<file path="config.mk">
export PLATFORM = sky130hd
export DESIGN_NAME = gb3_back_flat
export DESIGN_NICKNAME = d
export VERILOG_FILES = /design/src/hw/rtl/gb3_pkg.sv /design/src/hw/rtl/gb3_stream_if.sv /design/src/hw/rtl/gb3_back.sv /design/src/flat_wrapper.sv
export SDC_FILE = /design/constraint.sdc
export NUM_CORES = 1
export LEC_CHECK = 0
export ABC_AREA = 0
export BUFFER_PORTS_ARGS = -buffer_cell sky130_fd_sc_hd__buf_2
export CORE_ASPECT_RATIO = 2
export CORE_MARGIN = 1.5
export CORE_UTILIZATION = 45
export DETAILED_ROUTE_END_ITERATION = 10
export PLACE_DENSITY_LB_ADDON = 0.1
export SETUP_SLACK_MARGIN = 0.2
export SLEW_MARGIN = 40
export SYNTH_ARGS = -nofsm -noshare
export SYNTH_HDL_FRONTEND = slang
export SYNTH_SLANG_ARGS = --single-unit
</file>
<file path="constraint.sdc">
create_clock -name clk -period 9.3 [get_ports clk]
set_clock_uncertainty 0.2 [all_clocks]
set_input_delay 0.465 -clock clk [delete_from_list [all_inputs] [get_ports clk]]
set_output_delay 0.465 -clock clk [all_outputs]
set_load 0.03 [all_outputs]
</file>
<file path="src/hw/rtl/gb3_pkg.sv">
// Shared constants and types of the 3x3 Gaussian blur stream.
package gb3_pkg;

  localparam int MAX_SIZE    = 2048;
  localparam int COL_W       = $clog2(MAX_SIZE);
  localparam int CFG_W       = 12;
  localparam int PIX_W       = 8;
  localparam int QUEUE_DEPTH = 4;
  localparam int QPTR_W      = $clog2(QUEUE_DEPTH);
  localparam int QCNT_W      = $clog2(QUEUE_DEPTH + 1);

  // Result kinds of one window: {bottom row, right column}
  localparam logic [1:0] KIND_MAIN      = 2'd0;
  localparam logic [1:0] KIND_RIGHT     = 2'd1;
  localparam logic [1:0] KIND_BOT       = 2'd2;
  localparam logic [1:0] KIND_BOT_RIGHT = 2'd3;

  typedef logic [PIX_W-1:0] pix_t;

  // Window: [row top..bottom][col left..right]
  typedef logic [2:0][2:0][PIX_W-1:0] win_t;

  // Border position of the results a window releases
  typedef struct packed {
    logic top;       // main result lies on image row 0
    logic left;      // main result lies on image column 0
    logic last_col;  // window also releases the last column
    logic last_row;  // window also releases the last row
  } cls_t;

  typedef struct packed {
    win_t win;
    cls_t cls;
  } entry_t;

endpackage

</file>
<file path="src/hw/rtl/gb3_stream_if.sv">


interface gb3_res_if;
  import gb3_pkg::*;
  logic valid;
  logic ready;
  logic [PIX_W-1:0] pixel_out;
  logic run_last;
  logic frame_end;
  modport source(output valid, output pixel_out, output run_last, output frame_end,
                 input ready);
  modport sink(input valid, input pixel_out, input run_last, input frame_end,
               output ready);
endinterface


</file>
<file path="src/hw/rtl/gb3_back.sv">
// Back part: walks the results of each window; filters one per cycle while the output is taken.
module gb3_back (
  input  logic            clk,
  input  logic            rst_n,
  input  logic            q_valid,
  output logic            q_pop,
  input  gb3_pkg::entry_t q_data,
  gb3_res_if.source       out_ch
);
  import gb3_pkg::*;

  // Reciprocal of nine, scaled by 2^15, exact for corner sums below 2296
  localparam int RECIP_SH = 15;
  localparam logic [11:0] RECIP9 = 12'd3641;

  logic [1:0]  kind_r, kind_nxt;
  logic        is_last;
  logic        load;
  logic        rs, cs;
  logic        top, bot, left, right;
  logic        corner;
  pix_t        k [3][3];
  logic [1:0]  ri [3];
  logic [1:0]  cj [3];
  logic [1:0]  vr, hc;
  logic [11:0] gsum;
  logic [11:0] csum;
  logic [23:0] cprod;
  pix_t        res;

  logic        out_valid_r;
  pix_t        pixel_r;
  logic        run_last_r;
  logic        frame_end_r;

  // Pick the next kind of result for this window
  always_comb begin
    kind_nxt = KIND_MAIN;
    is_last  = 1'b1;
    case (kind_r)
      KIND_MAIN: begin
        if (q_data.cls.last_col) begin
          kind_nxt = KIND_RIGHT;
          is_last  = 1'b0;
        end else if (q_data.cls.last_row) begin
          kind_nxt = KIND_BOT;
          is_last  = 1'b0;
        end
      end
      KIND_RIGHT: begin
        if (q_data.cls.last_row) begin
          kind_nxt = KIND_BOT;
          is_last  = 1'b0;
        end
      end
      KIND_BOT: begin
        if (q_data.cls.last_col) begin
          kind_nxt = KIND_BOT_RIGHT;
          is_last  = 1'b0;
        end
      end
      default: begin
        kind_nxt = KIND_MAIN;
        is_last  = 1'b1;
      end
    endcase
  end

  // Select the kernel taps, replicating the edge row or column
  always_comb begin
    rs    = kind_r[1];
    cs    = kind_r[0];
    top   = q_data.cls.top & ~rs;
    bot   = rs;
    left  = q_data.cls.left & ~cs;
    right = cs;
    for (int i = 0; i < 3; i++) begin
      ri[i] = rs ? ((i == 0) ? 2'd1 : 2'd2) : 2'(i);
      cj[i] = cs ? ((i == 0) ? 2'd1 : 2'd2) : 2'(i);
    end
    for (int i = 0; i < 3; i++) begin
      for (int j = 0; j < 3; j++) begin
        k[i][j] = q_data.win[ri[i]][cj[j]];
      end
    end
  end

  // Gaussian sum and corner sum
  always_comb begin
    corner = (top | bot) & (left | right);
    vr     = top ? 2'd2 : 2'd0;
    hc     = left ? 2'd2 : 2'd0;
    gsum   = 12'(k[0][0]) + {3'd0, k[0][1], 1'b0} + 12'(k[0][2])
           + {3'd0, k[1][0], 1'b0} + {2'd0, k[1][1], 2'b0} + {3'd0, k[1][2], 1'b0}
           + 12'(k[2][0]) + {3'd0, k[2][1], 1'b0} + 12'(k[2][2]);
    csum   = {2'd0, k[1][1], 2'b0} + {3'd0, k[1][hc], 1'b0}
           + {3'd0, k[vr][1], 1'b0} + 12'(k[vr][hc]);
    cprod  = csum * RECIP9;
    res    = corner ? cprod[RECIP_SH +: PIX_W] : gsum[11:4];
  end

  // Load the output register when it is empty or being taken
  assign load  = q_valid & (~out_valid_r | out_ch.ready);
  assign q_pop = load & is_last;

  always_ff @(posedge clk) begin
    if (!rst_n) begin
      kind_r      <= KIND_MAIN;
      out_valid_r <= 1'b0;
    end else begin
      if (load) begin
        kind_r      <= is_last ? KIND_MAIN : kind_nxt;
        out_valid_r <= 1'b1;
      end else if (out_ch.ready) begin
        out_valid_r <= 1'b0;
      end
    end
  end

  always_ff @(posedge clk) begin
    if (load) begin
      pixel_r     <= res;
      run_last_r  <= is_last;
      frame_end_r <= (kind_r == KIND_BOT_RIGHT);
    end
  end

  assign out_ch.valid     = out_valid_r;
  assign out_ch.pixel_out = pixel_r;
  assign out_ch.run_last  = run_last_r;
  assign out_ch.frame_end = frame_end_r;

endmodule

</file>
<file path="src/flat_wrapper.sv">
// flat-port wrapper written by rule: the top's interface ports become plain ports
module gb3_back_flat import gb3_pkg::*;
  (clk, rst_n, q_valid, q_pop, q_data, out_ch_valid, out_ch_pixel_out, out_ch_run_last, out_ch_frame_end, out_ch_ready);
  gb3_res_if out_ch_i ();
  input  logic clk;
  input  logic rst_n;
  input  logic q_valid;
  output logic q_pop;
  input  gb3_pkg::entry_t q_data;
  output wire logic [$bits(out_ch_i.valid)-1:0] out_ch_valid;
  output wire logic [$bits(out_ch_i.pixel_out)-1:0] out_ch_pixel_out;
  output wire logic [$bits(out_ch_i.run_last)-1:0] out_ch_run_last;
  output wire logic [$bits(out_ch_i.frame_end)-1:0] out_ch_frame_end;
  input wire logic [$bits(out_ch_i.ready)-1:0] out_ch_ready;
  assign out_ch_valid = out_ch_i.valid;
  assign out_ch_pixel_out = out_ch_i.pixel_out;
  assign out_ch_run_last = out_ch_i.run_last;
  assign out_ch_frame_end = out_ch_i.frame_end;
  assign out_ch_i.ready = out_ch_ready;
  gb3_back u_core (.clk(clk), .rst_n(rst_n), .q_valid(q_valid), .q_pop(q_pop), .q_data(q_data), .out_ch(out_ch_i));
endmodule
</file>
==> impl_metrics.toml <==
[global_routing]
grt_util_all_layers_pct = 26.5
grt_max_degree = 38
via_count_of_the_first_global_routing_pass = 6408
grt_first_pass_wirelength_um = 31900
antenna_found_initial = 0
global_route.overflow_total = 0

[floorplanning]
die_w_um = 90.0
die-area_um2 = 15900
io-pin-count = 92
fp.dieH_um = 177
start_util_pct = 46.0
row_count = 63
core_area_um2 = 14800

[layout]
drive_above_1_share_pct = 20.2
fin_util_pct = 52.6
nFillCells = 1516
diodes = 0
finalNetCount = 1148
area_growth_pct = 14.4

[cts]
postCtsHoldBufs = 0
clk_latency_ps = 240
cts_max_path_buffers = 2
num_cts_buffers = 3
cts-root-buf = "sky130_fd_sc_hd__clkbuf_16"
cts_tree = "done"
path_clk_slew_ps = 40
numClockSinks = 13
cts_max_level = 1

[critical_path]
timing_worst_setup_path_type = "flop to flop"
worst_path_most_repeated_cell = "sky130_fd_sc_hd__ha_1"
cp_slowest_cell = "sky130_fd_sc_hd__fa_1"
crit_path_start_kind = "flop"
worst_path_dominant_cell_family = "adder cells"
worst-endpoint-required_ps = 9050
critPathBufInv = 3
cp_max_fo = 5
critPathArrivalTime_ps = 8500
worst_path_largest_cell_delay_ps = 590
endpoint_kind = "flop"

[synth]
postSynthNetCount = 1052
synth-edff-count = 10
yosys_register_bits = 13
async_reset_ff_share_pct = 0
synth-main-ff-cell = "sky130_fd_sc_hd__edfxtp_1"
avgSynthCellArea_um2 = 8.64
seq_area_frac_synth_pct = 5.29
netlist_area_um2 = 6820
yosysWarningCount = 0
post_synth_num_cell_types = 59
syn-instance-count = 789

[routing]
number_of_vias_per_cell = 5.49
initial_drc_count = 223
wirelength_um = 21400
detail_route.wl_per_cell_um = 19.8
dr.pass1.iters = 6
route.antenna.remaining_nets = 0
drcViolationCount = 0
dr_total_vias = 5926

[timing]
slew_headroom_pct = 44.8
worst_slew_pin_slew_ps = 818
report.final.slew_viol_count = 0
setup_violations = 0
rsz0062_at_grt = "false"
period_minus_slack_ps = 8750
timing.final.ws_setup_ps = 553
timing.setup.tns_ps = 0
maxClockFrequency_mhz = 114
final_min_period_over_clock_period_pct = 94.0
number_of_failing_hold_endpoints_at_the_final_stage = 0

[placed_design]
port-buffer-count = 91
finalWeightedCongestion = 0.944
dp.final_hpwl_um = 19400
detailedPlace.worstSlack_ps = 21.8

[job]
cap_viol_max_count = 0

[min_path]
worstHoldPathType = "input pin to flop"

[run_status]
status = "complete, no violations"
[path summary, 6_finish.rpt]
| path | depth (start not counted) | slack [ps] | start | endpoint |
|---|---|---|---|---|
| min | 2 | 250 | q_valid | u_core.out_ch.valid$_SDFFE_PN0P_ |
| max reg2reg | 32 | 550 | u_core.kind_r[0]$_SDFFE_PN0P_ | u_core.out_ch.pixel_out[5]$_DFFE_PP_ |
| min reg2reg | 2 | 430 | u_core.out_ch.valid$_SDFFE_PN0P_ | u_core.out_ch.valid$_SDFFE_PN0P_ |
| max | 32 | 550 | u_core.kind_r[0]$_SDFFE_PN0P_ | u_core.out_ch.pixel_out[5]$_DFFE_PP_ |
[cells by family after synthesis]
| logic type | count (synthesis) | synth area share (%) |
|---|---|---|
| AO/OA/AOI/OAI | 161 | 14.8 |
| adder cells (fa/ha/maj) | 184 | 42.8 |
| AND/OR/NAND/NOR | 144 | 10.1 |
| flip-flops | 13 | 5.29 |
| multiplexers | 72 | 12.0 |
| buffers and inverters | 175 | 9.78 |
| XOR/XNOR | 40 | 5.25 |
[layout make-up]
type	instances	area, µm²	area share (%)
Inverter	147	552	7.07
Multi-Input combinational cell	601	5880	75.4
Sequential cell	13	368	4.72
Tap cell	195	244	3.13
Timing Repair Buffer	119	674	8.64
Clock buffer	4	78.8	1.01
[layer usage]
layer,track usage [%],share of wire (%)
met1,21.1,30
met2,56.3,58
met3,1.42,2.7
met4,21.3,9.0
met5,0,0
[placed cells by master, fill, tap and decap left out, types with 24 or more instances in the layout]
master	netlist	layout
sky130_fd_sc_hd__fa_1	82	81
sky130_fd_sc_hd__buf_2	5	92
sky130_fd_sc_hd__inv_1	147	147
sky130_fd_sc_hd__mux2i_1	43	40
sky130_fd_sc_hd__nor2_1	47	47
sky130_fd_sc_hd__buf_4	1	24
sky130_fd_sc_hd__o21ai_0	31	30
sky130_fd_sc_hd__nand2_1	39	39
sky130_fd_sc_hd__a21oi_1	63	55
sky130_fd_sc_hd__ha_1	101	97
[state kept, by name, summed over array words and instances, names as in the netlist]
register / count
u_core.kind_r: 2
u_core.out_ch.pixel_out: 8
u_core.out_ch.run_last: 1
u_core.out_ch.frame_end: 1
u_core.out_ch.valid: 1
[timing repair]
action                                  CTS  global route
buffers inserted                          0             4
endpoints found under the setup margin    4             8
resized for setup                         4            24
pin swaps                                 1             6
[cells in the mapped netlist (9+ instances only)]
cell / count / area share [%]
sky130_fd_sc_hd__a21oi_1: 63 / 4.6
sky130_fd_sc_hd__mux2i_1: 43 / 6.3
sky130_fd_sc_hd__fa_1: 82 / 24
sky130_fd_sc_hd__clkbuf_1: 14 / 0.77
sky130_fd_sc_hd__a211oi_1: 9 / 0.99
sky130_fd_sc_hd__xnor2_1: 18 / 2.3
sky130_fd_sc_hd__ha_1: 101 / 19
sky130_fd_sc_hd__xor2_1: 21 / 2.7
sky130_fd_sc_hd__edfxtp_1: 10 / 4.4
sky130_fd_sc_hd__nand2_1: 39 / 2.1
sky130_fd_sc_hd__nor2b_1: 16 / 1.5
sky130_fd_sc_hd__o21ai_0: 31 / 2.3
sky130_fd_sc_hd__a21o_1: 14 / 1.5
sky130_fd_sc_hd__inv_1: 147 / 8.1
sky130_fd_sc_hd__nor2_1: 47 / 2.6
sky130_fd_sc_hd__mux2_2: 23 / 3.8
[through the flow]
stage / hold WS, ps / instances / instance area (µm²)
6_report: 249 / 1079 / 7800
3_3_place_gp: 389 / 1070 / 7580
2_1_floorplan: 383 / 789 / 6820
3_5_place_dp: 416 / 1071 / 7580
5_1_grt: 256 / 1079 / 7800
4_1_cts: 248 / 1075 / 7670
Power is left out: the tool's default activity adds up to more than one toggle a clock period on the data nets, which glitch-free logic cannot reach.
