**config.mk**
```make
export PLATFORM = sky130hd
export DESIGN_NAME = gb3_queue
export DESIGN_NICKNAME = d
export VERILOG_FILES = /design/src/hw/rtl/gb3_pkg.sv /design/src/hw/rtl/gb3_queue.sv
export SDC_FILE = /design/constraint.sdc
export NUM_CORES = 1
export LEC_CHECK = 0
export BUFFER_PORTS_ARGS = -buffer_cell sky130_fd_sc_hd__buf_4
export CAP_MARGIN = 20
export CORE_MARGIN = 3
export CORE_UTILIZATION = 51
export DETAILED_ROUTE_END_ITERATION = 6
export GPL_ROUTABILITY_DRIVEN = 0
export PLACE_DENSITY = 0.75
export SYNTH_ARGS = -nofsm -noshare
export SYNTH_HDL_FRONTEND = slang
export SYNTH_SLANG_ARGS = --single-unit
```
**constraint.sdc**
```tcl
create_clock -name clk -period 3.1 [get_ports clk]
set_input_delay 0.465 -clock clk [delete_from_list [all_inputs] [get_ports clk]]
set_output_delay 0.465 -clock clk [all_outputs]
set_load 0.02 [all_outputs]
```
**src/hw/rtl/gb3_pkg.sv**
```systemverilog
// Shared constants and types of the 3x3 Gaussian blur stream.
package gb3_pkg;

  localparam int MAX_SIZE    = 2048;
  localparam int COL_W       = $clog2(MAX_SIZE);
  localparam int CFG_W       = 12;
  localparam int PIX_W       = 8;
  localparam int QUEUE_DEPTH = 4;
  localparam int QPTR_W      = $clog2(QUEUE_DEPTH);
  localparam int QCNT_W      = $clog2(QUEUE_DEPTH + 1);

  // Result kinds of one window: {bottom row, right column}
  localparam logic [1:0] KIND_MAIN      = 2'd0;
  localparam logic [1:0] KIND_RIGHT     = 2'd1;
  localparam logic [1:0] KIND_BOT       = 2'd2;
  localparam logic [1:0] KIND_BOT_RIGHT = 2'd3;

  typedef logic [PIX_W-1:0] pix_t;

  // Window: [row top..bottom][col left..right]
  typedef logic [2:0][2:0][PIX_W-1:0] win_t;

  // Border position of the results a window releases
  typedef struct packed {
    logic top;       // main result lies on image row 0
    logic left;      // main result lies on image column 0
    logic last_col;  // window also releases the last column
    logic last_row;  // window also releases the last row
  } cls_t;

  typedef struct packed {
    win_t win;
    cls_t cls;
  } entry_t;

endpackage

```
**src/hw/rtl/gb3_queue.sv**
```systemverilog
// Short register queue between front and back parts.
module gb3_queue (
  input  logic            clk,
  input  logic            rst_n,
  input  logic            push_valid,
  output logic            push_ready,
  input  gb3_pkg::entry_t push_data,
  output logic            pop_valid,
  input  logic            pop,
  output gb3_pkg::entry_t pop_data
);
  import gb3_pkg::*;

  entry_t            slot_r [QUEUE_DEPTH];
  logic [QPTR_W-1:0] wptr_r;
  logic [QPTR_W-1:0] rptr_r;
  logic [QCNT_W-1:0] cnt_r;
  logic              do_push;
  logic              do_pop;

  assign push_ready = (cnt_r != QCNT_W'(QUEUE_DEPTH));
  assign pop_valid  = (cnt_r != '0);
  assign do_push    = push_valid & push_ready;
  assign do_pop     = pop & pop_valid;
  assign pop_data   = slot_r[rptr_r];

  // Store the pushed beat
  always_ff @(posedge clk) begin
    if (do_push) begin
      slot_r[wptr_r] <= push_data;
    end
  end

  // Advance pointers and fill count
  always_ff @(posedge clk) begin
    if (!rst_n) begin
      wptr_r <= '0;
      rptr_r <= '0;
      cnt_r  <= '0;
    end else begin
      if (do_push) begin
        wptr_r <= wptr_r + QPTR_W'(1);
      end
      if (do_pop) begin
        rptr_r <= rptr_r + QPTR_W'(1);
      end
      case ({do_push, do_pop})
        2'b10:   cnt_r <= cnt_r + QCNT_W'(1);
        2'b01:   cnt_r <= cnt_r - QCNT_W'(1);
        default: cnt_r <= cnt_r;
      endcase
    end
  end

endmodule

```
==> reports/qor.yml, run 1 <==
critPathSlowestCell: "dfxtp_4"
fin_tns_setup_ns: 0
status: "finished, final reports clean"
area.growth.synth_to_final_pct: 21.9
io_buffers: 157
synth.lib_cells_used.distinct: 25
cts_max_level: 1
crit_chain: "buf_12 -> mux4_2 -> buf_4"
vdd_ir_drop_max_mv: 0.446
fin_crit_ns: 2.61
synth_cells: 449
worstPathBufferInverterCount: 2
worstPathArrival_ns: 2.15
numCtsBuffers: 30
drt_iter0_drc: 309
vias_per_cell: 5.56
p_per_cell_area_mw_per_mm2: 852
placedInstanceArea_mm2: 0.0131
tritoncts: "yes"
die_w_um: 156
multiInputGateArea_mm2: 0.00200
top_delay_family_on_crit_path: "flip-flops"
wirelength_um: 20500
synth.cell_area_mm2: 0.0115
fmax_ghz: 0.383
clk_path_buf_depth: 3
post-dp-hpwl_um: 12800
worst_max_slew_pin_slew_ns: 0.576
reg2reg_setup_slack_ns: 0.80
max_cap_violations: 0
setup_viol: 0
floorplan.die_area_mm2: 0.0244
num_vias: 5195
cp-end-kind: "output port"
number_of_remaining_drc_errors: 0
hold_viol: 0
post_cts_buffers: 0
cts_resized: 0
regToRegEndpoint: "cnt_r[2]"
synth_sequential_area_ratio_pct: 81.0
cts-hold-fix-buffers: 0
synth_fp_nets: 535
num-nets-final: 719
area.sequential_mm2: 0.00932
ys_seq_elements: 313
critPathMaxStageDelay_ns: 0.66
placeableCoreArea_mm2: 0.0220
finalClockSkew_ns: 0.0100
ant_nets: 0
wire_per_inst_um: 21.9
grt_pass1_wl_um: 31800
grt_start_max_net_pins: 47
path_max_fanout: 46
rows: 54
combined_global_route_utilization_of_all_metal_layers_pct: 17.0
antenna_violations_before_repair: 0
power.static_leakage_nw: 4.71
max-slew-margin-rel_pct: 61.5
worst_ep_required_time_ns: 2.63
clk_root_buffer_cell: "clkbuf_16"
filler_cell_count: 1427
globalRouteOverflowTotal: 0
yosys_warnings: 0
fin_area_mm2: 0.0140
hold_path_end: "slot_r[3][11]"
diodes: 0
worst_setup_path_start_kind: "flip-flop"
holdCritPathClass: "input pin to flip-flop"
rsz0062_at_grt: "no"
min_delay_path_depth: 1
path_clk_slew_ns: 0.06
avg_cell_area_syn_um2: 25.6
timing_max_transition_violations_final: 0
via_count_of_the_first_global_routing_pass: 5593
layout.cells.most_common: "edfxtp_1"
worst_r2r_path_depth: 9
drive_above_1_share_pct: 44.6
chipHeight_um: 156
clk_latency_ns: 0.53
criticalPathCategory: "flip-flop to output port"
cts_sinks: 313
num_io_pins: 158
start_util_pct: 52.3
worstReg2RegStart: "cnt_r[0]"
hp_start: "push_data[11]"
layout_common_cells: "edfxtp_1, buf_4, mux4_2"
drt_first_pass_iters: 4
finalCritPeriodShare_pct: 84.3
-- cell families (layout without fill, tap and decap cells) --
| logic type | after synthesis | after routing | synth area share (%) |
|---|---|---|---|
| buffers and inverters | 24 | 230 | 1.71 |
| AO/OA/AOI/OAI | 6 | 6 | 0.370 |
| AND/OR/NAND/NOR | 18 | 18 | 0.827 |
| XOR/XNOR | 4 | 4 | 0.305 |
| flip-flops | 313 | 313 | 81.0 |
| adder cells (fa/ha/maj) | 6 | 6 | 0.719 |
| multiplexers | 78 | 78 | 15.1 |
-- Yosys cell counts --
cell / instances / area, um^2
buf_2: 5 / 25.0
mux4_2: 76 / 1710
buf_1: 3 / 11.3
o311ai_0: 1 / 8.76
edfxtp_1: 304 / 9130
nor2b_1: 2 / 12.5
o31a_1: 1 / 8.76
nor2_1: 1 / 3.75
buf_4: 3 / 22.5
mux2i_1: 2 / 20.0
dfxtp_1: 9 / 180
a21boi_0: 1 / 7.51
and2_1: 7 / 43.8
buf_6: 1 / 11.3
o21ai_0: 2 / 10.0
xor2_1: 1 / 8.76
inv_1: 6 / 22.5
buf_12: 5 / 100
fa_1: 1 / 20.0
ha_1: 5 / 62.6
xnor2_1: 3 / 26.3
or3_1: 2 / 12.5
a21boi_1: 1 / 7.51
clkbuf_1: 1 / 3.75
nand2_1: 6 / 22.5
-- routing by layer --
metal / track usage (%) / up-vias / part of all wire [%]
met3: 3.47 / 29 / 6.8
met1: 23.7 / 2721 / 41
met5: 0 / - / 0
met2: 28.0 / 169 / 51
met4: 4.29 / 0 / 1.6
li1: - / 2276 / -
-- cell type report --
cell class,instances,area share (%)
Sequential cell,313,66.5
Multi-Input combinational cell,112,14.3
Timing Repair Buffer,170,9.73
Clock buffer,34,5.62
Tap cell,280,2.50
Clock inverter,20,1.25
Inverter,6,0.161
-- power breakdown --
group	internal [mW]	leakage, nW	switching, mW
clock	2.06	0.468	1.42
sequential	5.10	2.87	0.156
combinational	1.54	1.37	1.66
total	8.70	4.71	3.24
-- state kept, by name (all words and copies together) (netlist names), named ones only --
name / cells
wptr_r: 2
rptr_r: 2
cnt_r: 3
slot_r: 304
-- worst reg2reg max path, cell delays in order (launching register included) --
cell and delay (ns):
dfxtp_1 0.43, nor2_1 0.09, a21boi_1 0.49, inv_1 0.10, ha_1 0.25, inv_1 0.08, fa_1 0.18, xor2_1 0.07
or3_1 0.31, a21boi_0 0.21
-- stage by stage --
step	util, %	instances	hold WS (ns)	power [mW]	setup slack [ns]
final	63.8	935	0.133	11.9	0.486
after floorplan	-	449	0.468	7.46	0.799
after global placement	59.4	881	0.480	8.55	0.852
after global routing	63.8	935	0.101	12.5	0.383
after detailed placement	59.4	881	0.507	8.63	0.743
after CTS	63.8	935	0.104	12.1	0.438
-- worst max-delay path by stage --
stage | endpoint | slack [ns] | cells after the start
3_5_place_dp | cnt_r[2] | 0.74 | 9
4_1_cts | pop_data[74] | 0.44 | 3
5_1_grt | pop_data[74] | 0.38 | 3
3_3_place_gp | slot_r[2][32] | 0.85 | 4
2_1_floorplan | slot_r[0][0] | 0.80 | 2
6_report | pop_data[74] | 0.49 | 3
Power figures use the tool's default switching activity.
==> run 2, diff against run 1 <==
- clock period: 3.1 -> 2.4 ns (I/O delays scaled with it)
==> reports/qor.yml, run 2 (same netlist as run 1, synthesis figures left out) <==
multiInputGateArea_mm2: 0.00200
cts_sinks: 313
worst_ep_required_time_ns: 2.04
filler_cell_count: 1386
timing_max_transition_violations_final: 0
fmax_ghz: 0.428
finalClockSkew_ns: 0.00795
post-dp-hpwl_um: 12800
clk_latency_ns: 0.54
drt_iter0_drc: 310
p_int_mw: 11.4
combined_global_route_utilization_of_all_metal_layers_pct: 17.4
largest_register_ff_count: 304
rows: 54
num-nets-final: 752
ant_nets: 0
via_count_of_the_first_global_routing_pass: 5739
floorplan.die_area_mm2: 0.0244
drt_first_pass_iters: 4
switching_power_mw: 4.35
status: "finished, final reports clean"
largest_register: "slot_r"
max-slew-margin-rel_pct: 67.7
wire_per_inst_um: 22.0
sequentialPowerShare_pct: 43.1
layout_common_cells: "edfxtp_1, buf_4, mux4_2"
worstPathArrival_ns: 1.97
combinationalPowerShare_pct: 28.6
hold_viol: 0
fin_crit_ns: 2.33
path_max_fanout: 11
drive_above_1_share_pct: 44.1
rsz0062_at_grt: "yes"
worst_setup_path_start_kind: "flip-flop"
setup_viol: 0
clk_path_buf_depth: 3
diodes: 0
clock_power_share_pct: 28.3
power.static_leakage_nw: 4.89
io_buffers: 157
criticalPathCategory: "flip-flop to output port"
area.growth.synth_to_final_pct: 25.7
grt_start_max_net_pins: 77
antenna_violations_before_repair: 1
layout.cells.most_common: "edfxtp_1"
path_clk_slew_ns: 0.06
grt_pass1_wl_um: 32600
max_cap_violations: 0
place.detailed.instances: 885
numCtsBuffers: 31
cts_max_level: 1
finalCoreUtilization_pct: 65.8
p_per_cell_area_mw_per_mm2: 1090
number_of_remaining_drc_errors: 0
chipHeight_um: 156
vias_per_cell: 5.47
vdd_ir_drop_max_mv: 0.805
wirelength_um: 21400
cp-end-kind: "output port"
biggestRegsByFlops: "slot_r x304, cnt_r x3"
area.sequential_mm2: 0.00932
finalCritPeriodShare_pct: 97.2
placeableCoreArea_mm2: 0.0220
switching_share_pct: 27.6
instances_no_fill: 970
worst_max_slew_pin_slew_ns: 0.485
num_io_pins: 158
die_w_um: 156
start_util_pct: 52.3
tritoncts: "yes"
holdCritPathClass: "input pin to flip-flop"
clk_root_buffer_cell: "clkbuf_16"
globalRouteOverflowTotal: 0
num_vias: 5308
-- run 2: cell count changes in the layout (fill, tap and decap cells not counted), moves of 2 or more --
cell / previous run / this run
buf_12: 7 / 14
buf_4: 163 / 155
buf_6: 0 / 6
clkinv_1: 11 / 9
clkinv_2: 4 / 10
dlygate4sd3_1: 0 / 24
-- run 2: power groups by stage --
| stage | registers, mW | logic, mW | clock network (mW) |
|---|---|---|---|
| floorplan | 6.80 | 2.84 | 0 |
| global placement | 6.89 | 4.27 | 0 |
| detailed placement | 6.94 | 4.33 | 0 |
| CTS | 6.77 | 4.47 | 4.54 |
| global route | 6.83 | 4.77 | 4.80 |
| finish | 6.78 | 4.49 | 4.45 |
-- run 2: final timing paths --
path                 startpoint             to  slack (ns)  depth (start not counted)
setup reg to reg       cnt_r[1]       cnt_r[2]        0.21                         10
setup / recovery      flip-flop   pop_data[30]        0.07                          3
hold reg to reg       wptr_r[1]      wptr_r[1]        0.51                          2
hold / removal    push_data[67]  slot_r[0][67]        0.02                          1
-- run 2: through the flow --
step / total power, mW / hold slack [ns] / setup WS (ns) / area, um^2 / TNS, ns
2_1_floorplan: 9.64 / 0.459 / 0.119 / 11500 / 0
3_3_place_gp: 11.2 / 0.475 / 0.327 / 13200 / 0
3_5_place_dp: 11.3 / 0.501 / 0.204 / 13200 / 0
4_1_cts: 15.8 / 0.000106 / 0.0203 / 14400 / 0
5_1_grt: 16.4 / 0.0000744 / -0.00880 / 14400 / -0.0284
6_report: 15.7 / 0.0233 / 0.0660 / 14400 / 0
-- run 2: layout make-up --
| cell class | count | share of cell area [%] |
|---|---|---|
| multi-input cells | 112 | 13.8 |
| clock inverters | 22 | 1.05 |
| inverters | 6 | 0.156 |
| flip-flops and latches | 313 | 64.5 |
| repair buffers | 202 | 12.6 |
| clock buffers | 35 | 5.47 |
| well taps | 280 | 2.42 |
-- run 2: per-layer routing --
metal  wire (um)  track usage (%)  vias to the layer above
met4         426             4.13                        2
met3        1250             3.72                       39
met1        8970             23.8                     2763
met2       10700             29.1                      166
met5          20                0                        -
li1            -                -                     2338
-- run 2: repair_timing --
item	4_1_cts	5_1_grt
hold endpoints to repair	74	9
hold buffers	21	3
resized for setup	0	9
buffers inserted	3	0
cloned	0	1
setup endpoints to repair	64	17
-- run 2: worst max-delay path, cell delays in order, from the launching register on --
cell and delay (ns):
dfxtp_4 0.49, clkbuf_16 0.24, mux4_2 0.52, buf_4 0.18
==> run 3, diff against run 2 <==
- ABC_AREA: unset -> 1
- CORE_UTILIZATION: 51 -> 52
- PLACE_DENSITY: 0.75 -> 0.76
==> reports/qor.yml, run 3 <==
dr.max_layer_used: "met5"
io_buffers: 157
max-slew-margin-rel_pct: 66.5
synth_top_flop_cell: "edfxtp_1"
worst_setup_path_start_kind: "flip-flop"
tritoncts: "yes"
cp-end-kind: "output port"
ys_seq_elements: 313
post_synth_main_area_contributors: "edfxtp_1, o21ai_0, nor2_1"
met2_wirelength_um: 12000
yosys_warnings: 0
wire_per_inst_um: 18.7
vias_per_cell: 5.56
finalCritPeriodShare_pct: 95.1
synth-compound-area-share_pct: 11.0
path_max_fanout: 58
rows: 54
post-dp-hpwl_um: 13000
fin_crit_ns: 2.28
avg_cell_area_syn_um2: 14.8
largest_register: "slot_r"
worst_max_slew_pin_slew_ns: 0.503
timing.critical_path.mode_cell: "buf_4"
wirelength_um: 23900
die_w_um: 157
yosys.cell_count.top_type: "edfxtp_1"
timing_max_transition_violations_final: 0
worstReg2RegStart: "cnt_r[1]"
ant_nets: 0
regToRegEndpoint: "cnt_r[2]"
switching_share_pct: 29.8
instances_no_fill: 1279
placeableCoreArea_mm2: 0.0222
largest_register_ff_count: 304
totalPowerFinal_mw: 15.8
switching_power_mw: 4.71
num_vias: 7105
path_clk_slew_ns: 0.06
detailed_route_wire_length_on_metal_1_um: 9380
synth_enable_flop_cells: 304
rsz0062_at_grt: "no"
hold_path_end: "slot_r[0][9]"
antenna_violations_before_repair: 1
p_per_cell_area_mw_per_mm2: 1090
via_count_of_the_first_global_routing_pass: 6875
clk_path_buf_depth: 3
sequentialPowerShare_pct: 41.9
combined_global_route_utilization_of_all_metal_layers_pct: 18.8
layout_common_cells: "edfxtp_1, buf_4, o21ai_0"
num_io_pins: 158
setup_viol: 0
crit_chain: "inv_16 -> buf_4 -> o21ai_0 -> o22ai_1 -> buf_4"
place.detailed.instances: 1207
post_synth_and_or_nand_nor_area_fraction_pct: 6.14
num-nets-final: 1063
hold_viol: 0
cts_sinks: 313
yosys.area_share.xor_xnor_pct: 0
globalRouteOverflowTotal: 0
critPathMaxStageDelay_ns: 0.40
max_cap_violations: 0
fin_tns_setup_ns: 0
vdd_ir_drop_max_mv: 0.981
finalClockSkew_ns: 0.00835
combinationalPowerShare_pct: 26.7
synth_fp_nets: 889
grt_pass1_wl_um: 36400
post_synth_mux_area_share_pct: 0
yosys.area_share.adder_pct: 0.696
fmax_ghz: 0.438
metal3_wl_um: 2040
area.growth.synth_to_final_pct: 22.5
ys_top_cells_by_count: "edfxtp_1, o21ai_0, nor2_1"
critPathSlowestCell: "dfxtp_4"
clock_power_share_pct: 31.5
min_delay_path_depth: 1
p_int_mw: 11.1
cts_max_level: 1
drive_above_1_share_pct: 24.5
synth_top_family_by_area: "compound AO/OA/AOI/OAI gates"
start_util_pct: 53.6
number_of_remaining_drc_errors: 0
clk_root_buffer_cell: "clkbuf_16"
synth_cells: 803
numCtsBuffers: 31
criticalPathCategory: "flip-flop to output port"
post-synth-top-area-fraction_pct: 76.9
finalCoreUtilization_pct: 65.6
power.static_leakage_nw: 5.12
status: "finished, final reports clean"
biggestRegsByFlops: "slot_r x304, cnt_r x3"
grt_start_max_net_pins: 81
worst_ep_required_time_ns: 2.04
drt_iter0_drc: 488
drt_first_pass_iters: 5
netlist.top_cell.by_area: "edfxtp_1"
worst_r2r_path_depth: 12
layout.cells.most_common: "edfxtp_1"
ys_async_sr_fraction_pct: 0
chipHeight_um: 157
final.hold.worst_slack_ns: 0.0212
clk_latency_ns: 0.53
holdCritPathClass: "input pin to flip-flop"
reg2reg_setup_slack_ns: 0.52
worstPathArrival_ns: 1.92
synth.cell_area_mm2: 0.0119
floorplan.die_area_mm2: 0.0247
diodes: 0
synth_sequential_area_ratio_pct: 78.4
synth.lib_cells_used.distinct: 24
hp_start: "push_data[9]"
-- run 3: cell count changes after synthesis, sizes merged, moves of 7 or more --
cell / previous run / this run
clkbuf: 1 / 21
nand2: 6 / 15
o22ai: 0 / 76
and2: 7 / 0
mux4: 76 / 0
o21ai: 2 / 154
buf: 17 / 28
inv: 6 / 18
nor2: 1 / 162
-- run 3: metal layers --
| layer | GRT usage [%] | vias to the layer above |
|---|---|---|
| met3 | 5.55 | 36 |
| met2 | 32.2 | 228 |
| met5 | 0 | - |
| met1 | 23.9 | 3487 |
| li1 | - | 3352 |
| met4 | 4.13 | 2 |
-- run 3: area by class of cell --
cell class,count,area [um^2]
flip-flops and latches,313,9310
fillers,1568,7620
multi-input cells,423,2150
repair buffers,190,1580
clock buffers,35,791
well taps,280,350
clock inverters,20,268
inverters,18,83.8
-- run 3: how the worst max path moves through the flow --
stage	start	to	slack (ns)
2_1_floorplan	cnt_r[1]	slot_r[0][0]	0.03
3_3_place_gp	cnt_r[1]	cnt_r[2]	0.58
3_5_place_dp	cnt_r[1]	cnt_r[2]	0.52
4_1_cts	flip-flop	pop_data[67]	0.02
5_1_grt	flip-flop	pop_data[23]	0.01
6_report	flip-flop	pop_data[67]	0.12
-- run 3: what timing repair did --
item	CTS	global route
buffers inserted	0	0
hold buffers	17	0
setup endpoints to repair	0	17
resized for setup	0	2
hold endpoints to repair	60	0
-- run 3: cell families after synthesis --
kind of cell	Yosys count
AND/OR/NAND/NOR	182
buffers and inverters	67
AO/OA/AOI/OAI	235
adder cells (fa/ha/maj)	6
flip-flops	313
-- run 3: metrics by stage --
stage / cell area [um^2] / setup WS [ns]
3_3_place_gp: 13300 / 0.583
2_1_floorplan: 11900 / 0.0318
5_1_grt: 14500 / 0.0103
3_5_place_dp: 13300 / 0.525
4_1_cts: 14500 / 0.0172
6_report: 14500 / 0.117
-- run 3: power groups by stage --
stage	Combinational, mW	Clock [mW]	Sequential (mW)
finish	4.22	4.98	6.62
global route	4.57	5.31	6.65
CTS	4.26	5.07	6.61
detailed placement	4.22	0	6.73
global placement	4.16	0	6.71
floorplan	2.66	0	6.70
-- run 3: worst max-delay path, delay by kind of cell, from the launching register on --
kind	cells	cell delay [ns]
compound gates	2	0.28
buf+inv	3	0.66
flops	1	0.40
